**src/design/glzw_pkg.sv**
```systemverilog
// ----------------------------------------------------------------------------
// glzw_pkg
// Shared types and constants for the GIF LZW decoder.
// ----------------------------------------------------------------------------
package glzw_pkg;

  localparam int MAX_CODE_BITS = 12;
  localparam int TABLE_DEPTH   = 1 << MAX_CODE_BITS;
  localparam int ADDR_W        = MAX_CODE_BITS;
  localparam int CODE_W        = MAX_CODE_BITS + 1;
  localparam int BUF_W         = MAX_CODE_BITS + 8;
  localparam int CNT_W         = $clog2(BUF_W + 1);
  localparam int WIDTH_W       = $clog2(MAX_CODE_BITS + 1);
  localparam int RES_CNT_W     = 7;
  localparam int MAX_PIX_RES   = 63;
  localparam int CFG_IDX_W     = 1;
  localparam int CFG_DATA_W    = 32;

  localparam logic [1:0] REQ_START = 2'd0;
  localparam logic [1:0] REQ_DATA  = 2'd1;
  localparam logic [1:0] REQ_END   = 2'd2;

  localparam logic [1:0] KIND_PIXEL   = 2'd0;
  localparam logic [1:0] KIND_DONE    = 2'd1;
  localparam logic [1:0] KIND_ILLEGAL = 2'd2;
  localparam logic [1:0] KIND_BADCNT  = 2'd3;

  localparam logic [CFG_IDX_W-1:0] CFG_MIN_CODE_SIZE   = 1'd0;
  localparam logic [CFG_IDX_W-1:0] CFG_EXPECTED_PIXELS = 1'd1;

  typedef enum logic [1:0] {
    OP_START,
    OP_DATA,
    OP_END
  } op_e_t;

  typedef struct packed {
    op_e_t      op;
    logic [7:0] data;
  } cmd_t;

  typedef enum logic [3:0] {
    ST_IDLE,
    ST_EXTRACT,
    ST_RD_FP,
    ST_RD_FC,
    ST_ADD,
    ST_EXP,
    ST_WALK,
    ST_ROOT,
    ST_POP_RD,
    ST_POP_EM,
    ST_STATUS,
    ST_DONE
  } state_t;

endpackage

```
**src/design/glzw_if.sv**
```systemverilog
// ----------------------------------------------------------------------------
// glzw interfaces
// Request, response and configuration channels with valid/ready.
// ----------------------------------------------------------------------------
interface glzw_req_if;
  logic       valid;
  logic       ready;
  logic [1:0] req_type;
  logic [7:0] data_byte;
  modport source (output valid, req_type, data_byte, input ready);
  modport sink   (input valid, req_type, data_byte, output ready);
endinterface


```
**src/design/glzw_front.sv**
```systemverilog
// ----------------------------------------------------------------------------
// glzw_front
// Takes request words, turns them into commands, queues two deep.
// ----------------------------------------------------------------------------
module glzw_front (
  input  logic              clk,
  input  logic              rst,
  glzw_req_if.sink          req,
  output glzw_pkg::cmd_t    cmd,
  output logic              cmd_valid,
  input  logic              cmd_ready
);
  import glzw_pkg::*;

  cmd_t       ent [2];
  logic       wptr;
  logic       rptr;
  logic [1:0] count;
  logic       push;
  logic       pop;
  logic       keep;
  cmd_t       cls;

  // reserved request code is taken and dropped
  always_comb begin
    keep     = 1'b1;
    cls.data = req.data_byte;
    cls.op   = OP_START;
    case (req.req_type)
      REQ_START: cls.op = OP_START;
      REQ_DATA:  cls.op = OP_DATA;
      REQ_END:   cls.op = OP_END;
      default:   keep = 1'b0;
    endcase
  end

  assign req.ready = (count != 2'd2);
  assign push      = req.valid && req.ready && keep;
  assign cmd_valid = (count != 2'd0);
  assign cmd       = ent[rptr];
  assign pop       = cmd_valid && cmd_ready;

  always_ff @(posedge clk) begin
    if (push) begin
      ent[wptr] <= cls;
    end
    if (rst) begin
      wptr  <= 1'b0;
      rptr  <= 1'b0;
      count <= 2'd0;
    end else begin
      if (push) wptr <= ~wptr;
      if (pop)  rptr <= ~rptr;
      count <= count + 2'(push) - 2'(pop);
    end
  end
endmodule

```
**src/flat_wrapper.sv**
```systemverilog
// flat-port wrapper written by rule: the top's interface ports become plain ports
module glzw_front_flat import glzw_pkg::*;
  (clk, rst, cmd, cmd_valid, cmd_ready, req_valid, req_req_type, req_data_byte, req_ready);
  glzw_req_if req_i ();
  input  logic clk;
  input  logic rst;
  output glzw_pkg::cmd_t cmd;
  output logic cmd_valid;
  input  logic cmd_ready;
  input wire logic [$bits(req_i.valid)-1:0] req_valid;
  input wire logic [$bits(req_i.req_type)-1:0] req_req_type;
  input wire logic [$bits(req_i.data_byte)-1:0] req_data_byte;
  output wire logic [$bits(req_i.ready)-1:0] req_ready;
  assign req_i.valid = req_valid;
  assign req_i.req_type = req_req_type;
  assign req_i.data_byte = req_data_byte;
  assign req_ready = req_i.ready;
  glzw_front u_core (.clk(clk), .rst(rst), .req(req_i), .cmd(cmd), .cmd_valid(cmd_valid), .cmd_ready(cmd_ready));
endmodule
```
**config.mk**
```make
export PLATFORM = sky130hd
export DESIGN_NAME = glzw_front_flat
export DESIGN_NICKNAME = d
export VERILOG_FILES = /design/src/design/glzw_pkg.sv /design/src/design/glzw_if.sv /design/src/design/glzw_front.sv /design/src/flat_wrapper.sv
export SDC_FILE = /design/constraint.sdc
export NUM_CORES = 1
export LEC_CHECK = 0
export ABC_CLOCK_PERIOD_IN_PS = 3600
export BUFFER_PORTS_ARGS = -buffer_cell sky130_fd_sc_hd__buf_2
export CORE_MARGIN = 8
export CORE_UTILIZATION = 30
export DETAILED_ROUTE_END_ITERATION = 6
export GPL_ROUTABILITY_DRIVEN = 0
export PLACE_DENSITY_LB_ADDON = 0.08
export SYNTH_ARGS = -nofsm -noshare
export SYNTH_HDL_FRONTEND = slang
export SYNTH_SLANG_ARGS = --single-unit
```
**constraint.sdc**
```tcl
create_clock -name clk -period 3.6 [get_ports clk]
set_input_delay 0.18 -clock clk [delete_from_list [all_inputs] [get_ports clk]]
set_output_delay 0.18 -clock clk [all_outputs]
set_load 0.03 [all_outputs]
```
Word-level counts from Yosys, hierarchy flattened
Memory sizes are Yosys's and may differ from the RTL's. A register that Yosys moved wholly into a read port is not among the register bits.
Cells that the tools add are included.
{ "word_totals": {"reg_bits": 4, "ramBits": 20, "inputBits": 14, "output_inout_bits": 12, "elab_cells": 23, "mem_count": 1} }
{ "memory_table": {"columns": ["name", "words", "width", "rd", "rd_clocked_by_memory_dff", "wr", "line", "text"], "rows": [
  ["u_core.ent", 2, 10, 1, 1, 1, "glzw_front.sv:15", "cmd_t ent [2];"]
]} }
{ "classes": {"n_addsub": 2, "eq_ne": 3, "mux": 6, "n_bitwise": 2, "reduce_logical": 6} }
{ "op_table": {"columns": ["operator", "count"], "rows": [
  ["$mux W1", 5],
  ["$pmux W2 S2", 1],
  ["$logic_and A1 B1 Y1", 3],
  ["$reduce_or A3 Y1", 1],
  ["$add A2 B1 Y2", 1],
  ["$eq A2 B1 Y1 const B", 1],
  ["$eq A2 B2 Y1 const B", 1],
  ["$logic_not A2 Y1", 1],
  ["$ne A2 B2 Y1 const B", 1],
  ["$not A1 Y1", 2],
  ["$reduce_bool A2 Y1", 1],
  ["$sub A2 B1 Y2", 1]
]} }

Longest topological paths before layout
Gate-level depths: netlist of run 1.
{ "logic_depth": {"depth_word": 6, "mapped_depth": 5} }

Worst setup path before layout of run 1
Ideal clock, no wire load.
{ "synth_path": {"path_kind": "reg2reg", "start": "register u_core.count[1]", "end": "memory u_core.ent[0][0] in the netlist's numbering (enable)", "setup_ps": 377, "arrival_ps": 955, "t_required_ps": 3223, "slack_ps": 2268, "stages_incl_launch_ff": 3, "period_less_slack_ps": 1332, "cell_sequence": "dfxtp_1 -> nor2b_4 -> nor3_2"} }
{ "synth_via": {"elab_chain_cells": 5} }
{ "synth_lines": {"columns": ["item", "line", "text"], "rows": [
  ["start, declared", "glzw_front.sv:18", "logic [1:0] count;"],
  ["start signal, assigned", "glzw_front.sv:54", "count <= count + 2'(push) - 2'(pop);"],
  ["$ne A2 B2 Y1", "glzw_front.sv:37", "assign req.ready = (count != 2'd2);"],
  ["$logic_and A1 B1 Y1 (2 in a row)", "glzw_front.sv:38", "assign push = req.valid && req.ready && keep;"],
  ["$mux W1", "glzw_front.sv:44", "if (push) begin"],
  ["$mux W1 (not written as such)", "glzw_front.sv:45", "ent[wptr] <= cls;"],
  ["end, declared", "glzw_front.sv:15", null]
]} }
Every way passes these cells.

==> metrics.md, run 1 <==
| Metric | Value |
|---|---|
| Crit-path cells | mux2_2 -> buf_2 |
| Tcrit/Tclk final | roughly 47% |
| Worst hold endpoint | u_core.ent[1][5]$_DFFE_PP_ |
| Hold path depth | 1 |
| Die Width | between 70 and 80 um |
| Endpoints failing setup | 0 |
| CTS resizes | 0 |
| Sink Count | 25 |
| Hold buffer count at CTS | 0 |
| Min cycle time layout | ~1.7 ns |
| DIE HEIGHT | between 70 and 80 um |
| Post-CTS Setup Inserts | 0 |
| Slew @ Worst Pin | about 0.83 ns |
| Core box area | ~3300 um2 |
| Total Routed Length | roughly 1700 um |
| Crit path max-delay cell type | dfxtp_1 |
| Largest net degree at the start of global routing | 16 |
| Clock latency on the worst-skew pair | between 0.3 and 0.4 ns |
| Layout fillers | around 330 |
| Max-cap viol count | 0 |
| #FFs+latches synth | 25 |
| Vias in the first global route | 605 |
| # DRC | 0 |
| H-tree depth | 1 |
| Worst R2R Path Depth | 2 |
| Skew final | ~0.012 ns |
| RSZ-0062 raised after global routing | false |
| Leak | roughly 0.00047 uW |
| Highest clock rate | a little under 600 MHz |
| Syn avg cell area | between 15 and 20 um2 |
| Most frequent cells in the layout | 25 x buf_2, 20 x edfxtp_1, 10 x mux2_2, 5 x dfxtp_1, 3 x clkbuf_4 |
| Min-Delay Startpoint | req_data_byte[5] |
| Cells after synthesis | 61 |
| Status | complete, no violations |
| Fin nets | 105 |
| Vias per inst | around 4.3 |
| Final WS setup | around 1.9 ns |
| Clock-pin slew on the worst setup and hold paths | 0.14 ns |
| Hold Vio Cnt, Final | 0 |
| Worst hold path type | in -> reg |
| CP startpoint kind | flop |
| Ratio of cells with drive above 1 in the final layout | 51.7% |
| R2R Path Start | u_core.count[1]$_SDFF_PP0_ |
| Slew Viols, Final | 0 |
| Sequential fraction of the synthesis area | about 70% |
| Diode count | 0 |
| Critical Path Fanout Max | 10 |
| Final setup TNS | 0 ns |
| Via count | about 580 |
| Req. time, crit path | around 3.4 ns |
| Global-route wire length before repair | around 2700 um |
| Top cell type by total area after synthesis | edfxtp_1 |
| Avg WL per Cell | 12.7 um |
| Cts bufs inserted | 3 |
| Syn_nets | 76 |
| Post-DP HPWL | around 1300 um |
| Synthesized area | roughly 1000 um2 |
| Cell Pwr Density | 669 nW/um2 |
| Commonest non-fill, non-tap cell in the layout | buf_2 |
| Critical Path Max Stage Delay | around 0.64 ns |
| Kind of critical path | reg -> out |
| Synth unique cells | 26 |
| Setup slack after placement | 2.03 ns |
| GR Overflow Total | 0 |
| Gr usage total | approximately 7% |
| Root Buffer | clkbuf_4 |
| Initial Utilization | a little under a third |
| Setup crit end kind | primary output |
| Maximum root-to-sink buffer count | 2 |
| Port Buf Inserts | 25 |
| Share of the synthesized area in the top cell type | roughly three fifths |
| Initial antenna violation count | 0 |
| CTS tree | done |
| I/O pin count | 26 |
| Warnings, synthesis | 0 |
| R2R Setup Slk | approximately 2 ns |
| VDD IR max | around 0.00031 V |
| Number of DRC markers in iteration 0 | 21 |
| Post-route ant nets | 0 |
| Slew headroom | around 44% |
| Critical R2R Capture | u_core.ent[0][1]$_DFFE_PP_ |
| Drt pass-1 iters | 4 |
| Site Rows | 21 |
| Synth area leaders | edfxtp_1 60%, mux2_2 11%, dfxtp_1 10% |
| DIE AREA | ~5500 um2 |
| WP data arrival | 1.53 ns |
| Area grow syn2layout | 20.7% |
-- metrics by stage --
step	hold WS (ns)	power, uW	utilization, %	instances	cell area (um2)
after floorplan	0.249	620	-	61	1000
after global placement	0.372	699	36.0	131	1180
after detailed placement	0.373	700	36.0	131	1180
after CTS	0.0290	826	36.9	135	1210
after global routing	0.00871	862	36.9	135	1210
final	0.0373	810	36.9	135	1210
-- flip-flops by register name, indices dropped and copies added, names as in the netlist, named ones only --
signal and cells:
u_core.rptr 1, u_core.ent 20, u_core.wptr 1, u_core.count 2
-- synthesized netlist by cell type --
| library cell | instances |
|---|---|
| xor2_1 | 1 |
| xnor2_1 | 1 |
| nor2b_1 | 2 |
| nor2b_4 | 1 |
| inv_2 | 1 |
| ha_1 | 1 |
| nand4_1 | 1 |
| a21oi_1 | 1 |
| inv_1 | 2 |
| a21bo_1 | 1 |
| a21boi_1 | 1 |
| nor3b_2 | 1 |
| a31oi_1 | 1 |
| o21a_1 | 1 |
| and3_2 | 1 |
| dfxtp_1 | 5 |
| nor3_2 | 1 |
| mux2_2 | 10 |
| nand3_1 | 1 |
| edfxtp_1 | 20 |
| o21ba_1 | 1 |
| nor2_1 | 2 |
| o21ai_0 | 1 |
| a21boi_2 | 1 |
| buf_2 | 1 |
| or2_2 | 1 |
-- kinds of logic (layout without fill, tap and decap cells) --
kind of cell    count (synthesis)  after routing  synth area share (%)
flops                          25             25                  69.8
simple gates                   11             11                  8.10
mux                            10             10                  11.2
compound gates                  8              8                  6.23
buf+inv                         4             32                  1.62
xor+xnor                        2              2                  1.75
fa+ha+maj                       1              1                  1.25
-- worst max-delay path by stage --
stage / from / end / slack (ns) / cells past startpoint
6_report: flop / cmd[4] / 1.89 / 2
5_1_grt: flop / cmd[4] / 1.76 / 2
4_1_cts: flop / cmd[4] / 1.81 / 2
3_5_place_dp: req_req_type[0] / u_core.ent[0][5]$_DFFE_PP_ / 2.03 / 3
3_3_place_gp: req_req_type[0] / u_core.ent[0][5]$_DFFE_PP_ / 2.05 / 3
2_1_floorplan: u_core.count[1]$_SDFF_PP0_ / u_core.ent[0][0]$_DFFE_PP_ / 2.27 / 2
-- area by class of cell --
| type | instances | area (um2) | share of cell area [%] |
|---|---|---|---|
| Sequential cell | 25 | 701 | 57.9 |
| Multi-Input combinational cell | 32 | 287 | 23.7 |
| Timing Repair Buffer | 25 | 125 | 10.3 |
| Tap cell | 46 | 57.6 | 4.75 |
| Clock buffer | 3 | 22.5 | 1.86 |
| Inverter | 3 | 11.3 | 0.930 |
| Clock inverter | 1 | 7.51 | 0.620 |
-- per-layer routing --
layer  wire length, um  share of wire (%)  global-route usage, %
met1               679                 40                   6.78
met2               912                 53                   12.1
met3               104                6.1                   3.14
met4                15               0.88                   2.66
met5                 0                  0                      0
-- where the power goes --
| part | switching [uW] | total (uW) | internal (uW) | leakage, uW |
|---|---|---|---|---|
| sequential | 33.2 | 390 | 357 | 0.000227 |
| clock | 82.8 | 125 | 42.4 | 0.0000139 |
| combinational | 180 | 295 | 115 | 0.000225 |
-- critical path, delay by kind of cell, from the launching register on --
family                 cells  cell delay, ns
multiplexers               1            0.40
buffers and inverters      1            0.18
flip-flops                 1            0.64
No activity file was read; power rests on OpenSTA's default activity.
==> run 2, diff against run 1 <==
--- a/config.mk
+++ b/config.mk
@@ -5,7 +5,7 @@
 export SDC_FILE = /design/constraint.sdc
 export NUM_CORES = 1
 export LEC_CHECK = 0
-export ABC_CLOCK_PERIOD_IN_PS = 3600
+export ABC_CLOCK_PERIOD_IN_PS = 1700
 export BUFFER_PORTS_ARGS = -buffer_cell sky130_fd_sc_hd__buf_2
 export CORE_MARGIN = 8
 export CORE_UTILIZATION = 30
==> constraint.sdc (replaced) <==
create_clock -name clk -period 1.7 [get_ports clk]
set_input_delay 0.085 -clock clk [delete_from_list [all_inputs] [get_ports clk]]
set_output_delay 0.085 -clock clk [all_outputs]
set_load 0.03 [all_outputs]
==> metrics.md, run 2 (synthesis results as in run 1) <==
| Metric | Value |
|---|---|
| Area grow syn2layout | 31.3% |
| Post-route ant nets | 0 |
| GR Overflow Total | 0 |
| Final setup TNS | 0 ns |
| Top flop regs | u_core.ent: 20 flops, u_core.count: 2 flops |
| Worst hold endpoint | u_core.ent[1][8]$_DFFE_PP_ |
| Vias per inst | between 4 and 5 |
| Vias in the first global route | 649 |
| Tcrit/Tclk final | 85.2% |
| Clock power frac | between 15 and 20% |
| Inst Count DP | roughly 130 |
| Worst R2R Path Depth | 5 |
| Worst hold path type | in -> reg |
| Slew @ Worst Pin | about 0.27 ns |
| Highest clock rate | just under 700 MHz |
| Req. time, crit path | roughly 1.6 ns |
| Max-cap viol count | 0 |
| Net Sw Frac | between 30% and 40% |
| R2R Path Start | u_core.count[0]$_SDFF_PP0_ |
| H-tree depth | 1 |
| Hold path depth | 2 |
| Initial Utilization | around 31% |
| DIE HEIGHT | around 74 um |
| Largest Register | u_core.ent |
| Combinational fraction of design power | between 30 and 40% |
| Sequential share of power | roughly 48% |
| Max FFs per register | 20 |
| Min cycle time layout | about 1.4 ns |
| Area of the multi-input gates | between 200 and 300 um2 |
| Initial antenna violation count | 0 |
| Slew Viols, Final | 0 |
| Die Width | roughly 74 um |
| Clock-pin slew on the worst setup and hold paths | approximately 0.14 ns |
| Post-DP HPWL | ~1300 um |
| Diode count | 0 |
| CP startpoint kind | flop |
| Finished Layout Cells | approximately 150 |
| Largest net degree at the start of global routing | 16 |
| Critical R2R Capture | u_core.count[1]$_SDFF_PP0_ |
| Layout fillers | 336 |
| R2R Setup Slk | 0.38 ns |
| DIE AREA | about 5500 um2 |
| Ratio of cells with drive above 1 in the final layout | about half |
| Root Buffer | clkbuf_4 |
| Cts bufs inserted | 3 |
| RSZ-0062 raised after global routing | false |
| Number of DRC markers in iteration 0 | 12 |
| Slew headroom | slightly above 80% |
| Skew final | approximately 0.014 ns |
| Maximum root-to-sink buffer count | 2 |
| Via count | around 590 |
| I/O pin count | 26 |
| Port Buf Inserts | 25 |
| Min-Delay Startpoint | req_req_type[1] |
| VDD IR max | around 0.00053 V |
| Kind of critical path | reg -> out |
| Drt pass-1 iters | 4 |
| Core box area | 3280 um2 |
| Post-CTS Setup Inserts | 0 |
| # DRC | 0 |
| Cell Pwr Density | between 1000 and 1500 nW/um2 |
| Psw | 625 uW |
| Setup crit end kind | primary output |
| Total Routed Length | between 1500 and 2000 um |
| Setup slack after placement | around 0.4 ns |
| Most frequent cells in the layout | 25 x buf_2, 20 x edfxtp_1, 10 x mux2_2, 9 x dlygate4sd3_1, 4 x dfxtp_1 |
| Avg WL per Cell | roughly 12 um |
| Sink Count | 25 |
| WP data arrival | roughly 1.4 ns |
| Register Area | approximately 700 um2 |
| Final WS setup | between 0.2 and 0.3 ns |
| Gr usage total | 7.00% |
| Hold Vio Cnt, Final | 0 |
| Site Rows | 21 |
| Fin nets | approximately 120 |
| Global-route wire length before repair | around 2800 um |
| Status | complete, no violations |
| Commonest non-fill, non-tap cell in the layout | buf_2 |
| CTS tree | done |
| Leak | just over 0.0005 uW |
| Total power | 1740 uW |
| Clock latency on the worst-skew pair | 0.31 ns |
| Endpoints failing setup | 0 |
| Internal | ~1100 uW |
| Critical Path Fanout Max | 10 |
[run 2: layer usage]
metal	part of all wire, %	vias up	track usage (%)
met3	5.3	2	2.46
met4	0.85	0	3.33
met5	0	-	0
met1	45	276	7.69
met2	49	11	11.7
li1	-	305	-
[run 2: critical path, stage by stage, from the launching register on]
cell and delay [ns]:
dfxtp_2 0.50, mux2_2 0.37, buf_2 0.18
[run 2: through the flow]
step	utilization (%)	hold slack (ns)	cell area, um2
final	40.1	0.108	1320
after global routing	40.1	0.102	1320
after CTS	40.1	0.0955	1320
after detailed placement	36.4	0.277	1200
after global placement	36.4	0.275	1200
after floorplan	-	0.154	1000
[run 2: worst max-delay path by stage]
| stage | slack [ns] | endpoint |
|---|---|---|
| floorplan | 0.37 | u_core.ent[0][0]$_DFFE_PP_ |
| global placement | 0.41 | cmd[9] |
| detailed placement | 0.40 | u_core.count[1]$_SDFF_PP0_ |
| CTS | 0.03 | cmd[9] |
| global route | 0.16 | cmd[4] |
| finish | 0.25 | cmd[9] |
[run 2: area by class of cell]
cell class | count | area share (%)
flip-flops and latches | 25 | 53.3
multi-input cells | 32 | 21.7
repair buffers | 36 | 17.5
well taps | 46 | 4.37
clock buffers | 3 | 1.71
inverters | 3 | 0.855
clock inverters | 1 | 0.570
[run 2: power groups by stage]
| stage | combinational [uW] | clock [uW] | sequential, uW |
|---|---|---|---|
| CTS | 664 | 279 | 829 |
| global placement | 648 | 0 | 842 |
| global route | 711 | 304 | 841 |
| detailed placement | 647 | 0 | 843 |
| finish | 649 | 265 | 828 |
| floorplan | 511 | 0 | 801 |
[run 2: what timing repair did]
action	4_1_cts	5_1_grt
setup endpoints to repair	0	10
endpoints found under the hold margin	20	0
resized for setup	0	1
hold buffers	9	0
==> run 3, diff against run 2 <==
--- a/config.mk
+++ b/config.mk
@@ -9,9 +9,11 @@
 export BUFFER_PORTS_ARGS = -buffer_cell sky130_fd_sc_hd__buf_2
 export CORE_MARGIN = 8
 export CORE_UTILIZATION = 30
+export CTS_CLUSTER_SIZE = 40
 export DETAILED_ROUTE_END_ITERATION = 6
 export GPL_ROUTABILITY_DRIVEN = 0
 export PLACE_DENSITY_LB_ADDON = 0.08
+export REMOVE_ABC_BUFFERS = 1
 export SYNTH_ARGS = -nofsm -noshare
 export SYNTH_HDL_FRONTEND = slang
 export SYNTH_SLANG_ARGS = --single-unit
==> metrics.md, run 3 (synthesis results as in run 1) <==
| Metric | Value |
|---|---|
| Min cycle time layout | between 1 and 1.5 ns |
| Clock latency on the worst-skew pair | 0.32 ns |
| GRT met1 Usage | 8.00% |
| Core box area | roughly 3300 um2 |
| WP data arrival | around 1.4 ns |
| Area grow syn2layout | 31.3% |
| Global-route wire length before repair | 2900 um |
| Highest clock rate | between 600 and 700 MHz |
| Critical Path Fanout Max | 10 |
| DIE AREA | 5450 um2 |
| Busiest grt layer | met2 |
| Vias per inst | just over 4 |
| Kind of critical path | reg -> out |
| # DRC | 0 |
| Post-route cell area | around 1300 um2 |
| Slew headroom | between 80% and 90% |
| Post-route ant nets | 0 |
| Crit-path cells | mux2_2 -> buf_2 |
| Area of the multi-input gates | 287 um2 |
| Cell Area, Placed | 1200 um2 |
| Port Buf Inserts | 25 |
| Sink Count | 25 |
| Met2 Track Usage GR | between 10 and 15% |
| Layout fillers | about 320 |
| VDD IR max | 0.000616 V |
| Endpoints failing setup | 0 |
| Most frequent cells in the layout | 25 x buf_2, 20 x edfxtp_1, 10 x mux2_2, 9 x dlygate4sd3_1, 4 x dfxtp_1 |
| Max-cap viol count | 0 |
| I/O pin count | 26 |
| Slew Viols, Final | 0 |
| Cts bufs inserted | 3 |
| Crit path max-delay cell type | dfxtp_2 |
| Max FFs per register | 20 |
| Die Width | 73.8 um |
| Req. time, crit path | ~1.6 ns |
| GR Overflow Total | 0 |
| Diode count | 0 |
| Status | complete, no violations |
| Fin nets | around 120 |
| Avg WL per Cell | between 10 and 15 um |
| Skew final | a little under 0.004 ns |
| Number of DRC markers in iteration 0 | 27 |
| Root Buffer | clkbuf_4 |
| Global routing usage on met3 | ~3.4% |
| Vias in the first global route | 630 |
| Gr usage total | ~7.4% |
| Cell Pwr Density | ~1300 nW/um2 |
| Slew @ Worst Pin | 0.284 ns |
| RSZ-0062 raised after global routing | false |
| Initial Utilization | roughly 31% |
| CP startpoint kind | flop |
| CTS tree | done |
| Largest Register | u_core.ent |
| Register Area | 702 um2 |
| Leak | around 0.0005 uW |
| Maximum root-to-sink buffer count | 2 |
| Site Rows | 21 |
| Total Routed Length | about 1800 um |
| Hold Vio Cnt, Final | 0 |
| Post-CTS Setup Inserts | 0 |
| H-tree depth | 1 |
| Top flop regs | u_core.ent: 20 flops, u_core.count: 2 flops |
| Via count | 603 |
| Critical Path Max Stage Delay | approximately 0.50 ns |
| Largest net degree at the start of global routing | 16 |
| Drt pass-1 iters | 4 |
| Clock-pin slew on the worst setup and hold paths | 0.14 ns |
| Tcrit/Tclk final | between 80% and 90% |
| Final setup TNS | 0 ns |
| DIE HEIGHT | 73.8 um |
| Post-DP HPWL | around 1300 um |
| Setup crit end kind | primary output |
| Ratio of cells with drive above 1 in the final layout | 49.0% |
| Commonest non-fill, non-tap cell in the layout | buf_2 |
| Initial antenna violation count | 0 |
| Worst hold path type | in -> reg |
-- run 3: cell counts in the layout (fill, tap and decap cells not counted) --
No cell type changed its count.
-- run 3: per-stage QoR --
step / cells / power, uW / hold WS, ns / util (%) / setup slack, ns
2_1_floorplan: 60 / 1310 / 0.154 / - / 0.368
3_3_place_gp: 133 / 1490 / 0.274 / 36.4 / 0.401
3_5_place_dp: 133 / 1490 / 0.280 / 36.4 / 0.374
4_1_cts: 146 / 1780 / 0.0806 / 40.1 / 0.0460
5_1_grt: 146 / 1870 / 0.0784 / 40.1 / 0.167
6_report: 146 / 1750 / 0.0888 / 40.1 / 0.247
-- run 3: repair_timing --
item	4_1_cts	5_1_grt
gates resized for setup	0	1
endpoints found under the hold margin	20	0
endpoints found under the setup margin	0	5
hold buffers	9	0
-- run 3: final cells by class --
type | instances | share of cell area [%]
clock inverters | 1 | 0.570
clock buffers | 3 | 1.71
repair buffers | 36 | 17.5
well taps | 46 | 4.37
inverters | 3 | 0.855
multi-input cells | 32 | 21.7
flip-flops and latches | 25 | 53.3
-- run 3: metal layers --
layer	share of wire (%)	routed length, um	vias up
met5	0	0	-
met4	1.1	21	0
met3	7.5	138	4
met2	46	839	18
met1	46	838	278
li1	-	-	303
-- run 3: worst max-delay path: cells and delay by family (launching register included) --
family,cells,cell delay [ns]
buf+inv,1,0.18
mux,1,0.37
flops,1,0.50
-- run 3: report_power, final --
group / total (uW) / switching, uW / leakage [uW] / internal [uW]
Combinational: 652 / 383 / 0.000273 / 269
Clock: 271 / 181 / 0.0000139 / 89.9
Sequential: 829 / 71.3 / 0.000227 / 758
-- run 3: final timing paths --
kind / end / slack [ns] / from / cells past startpoint
max: cmd[7] / 0.25 / flop / 2
min: u_core.ent[1][8]$_DFFE_PP_ / 0.09 / req_req_type[1] / 2
max reg2reg: u_core.count[1]$_SDFF_PP0_ / 0.35 / u_core.count[0]$_SDFF_PP0_ / 5
min reg2reg: u_core.rptr$_SDFFE_PP0P_ / 0.54 / u_core.rptr$_SDFFE_PP0P_ / 2
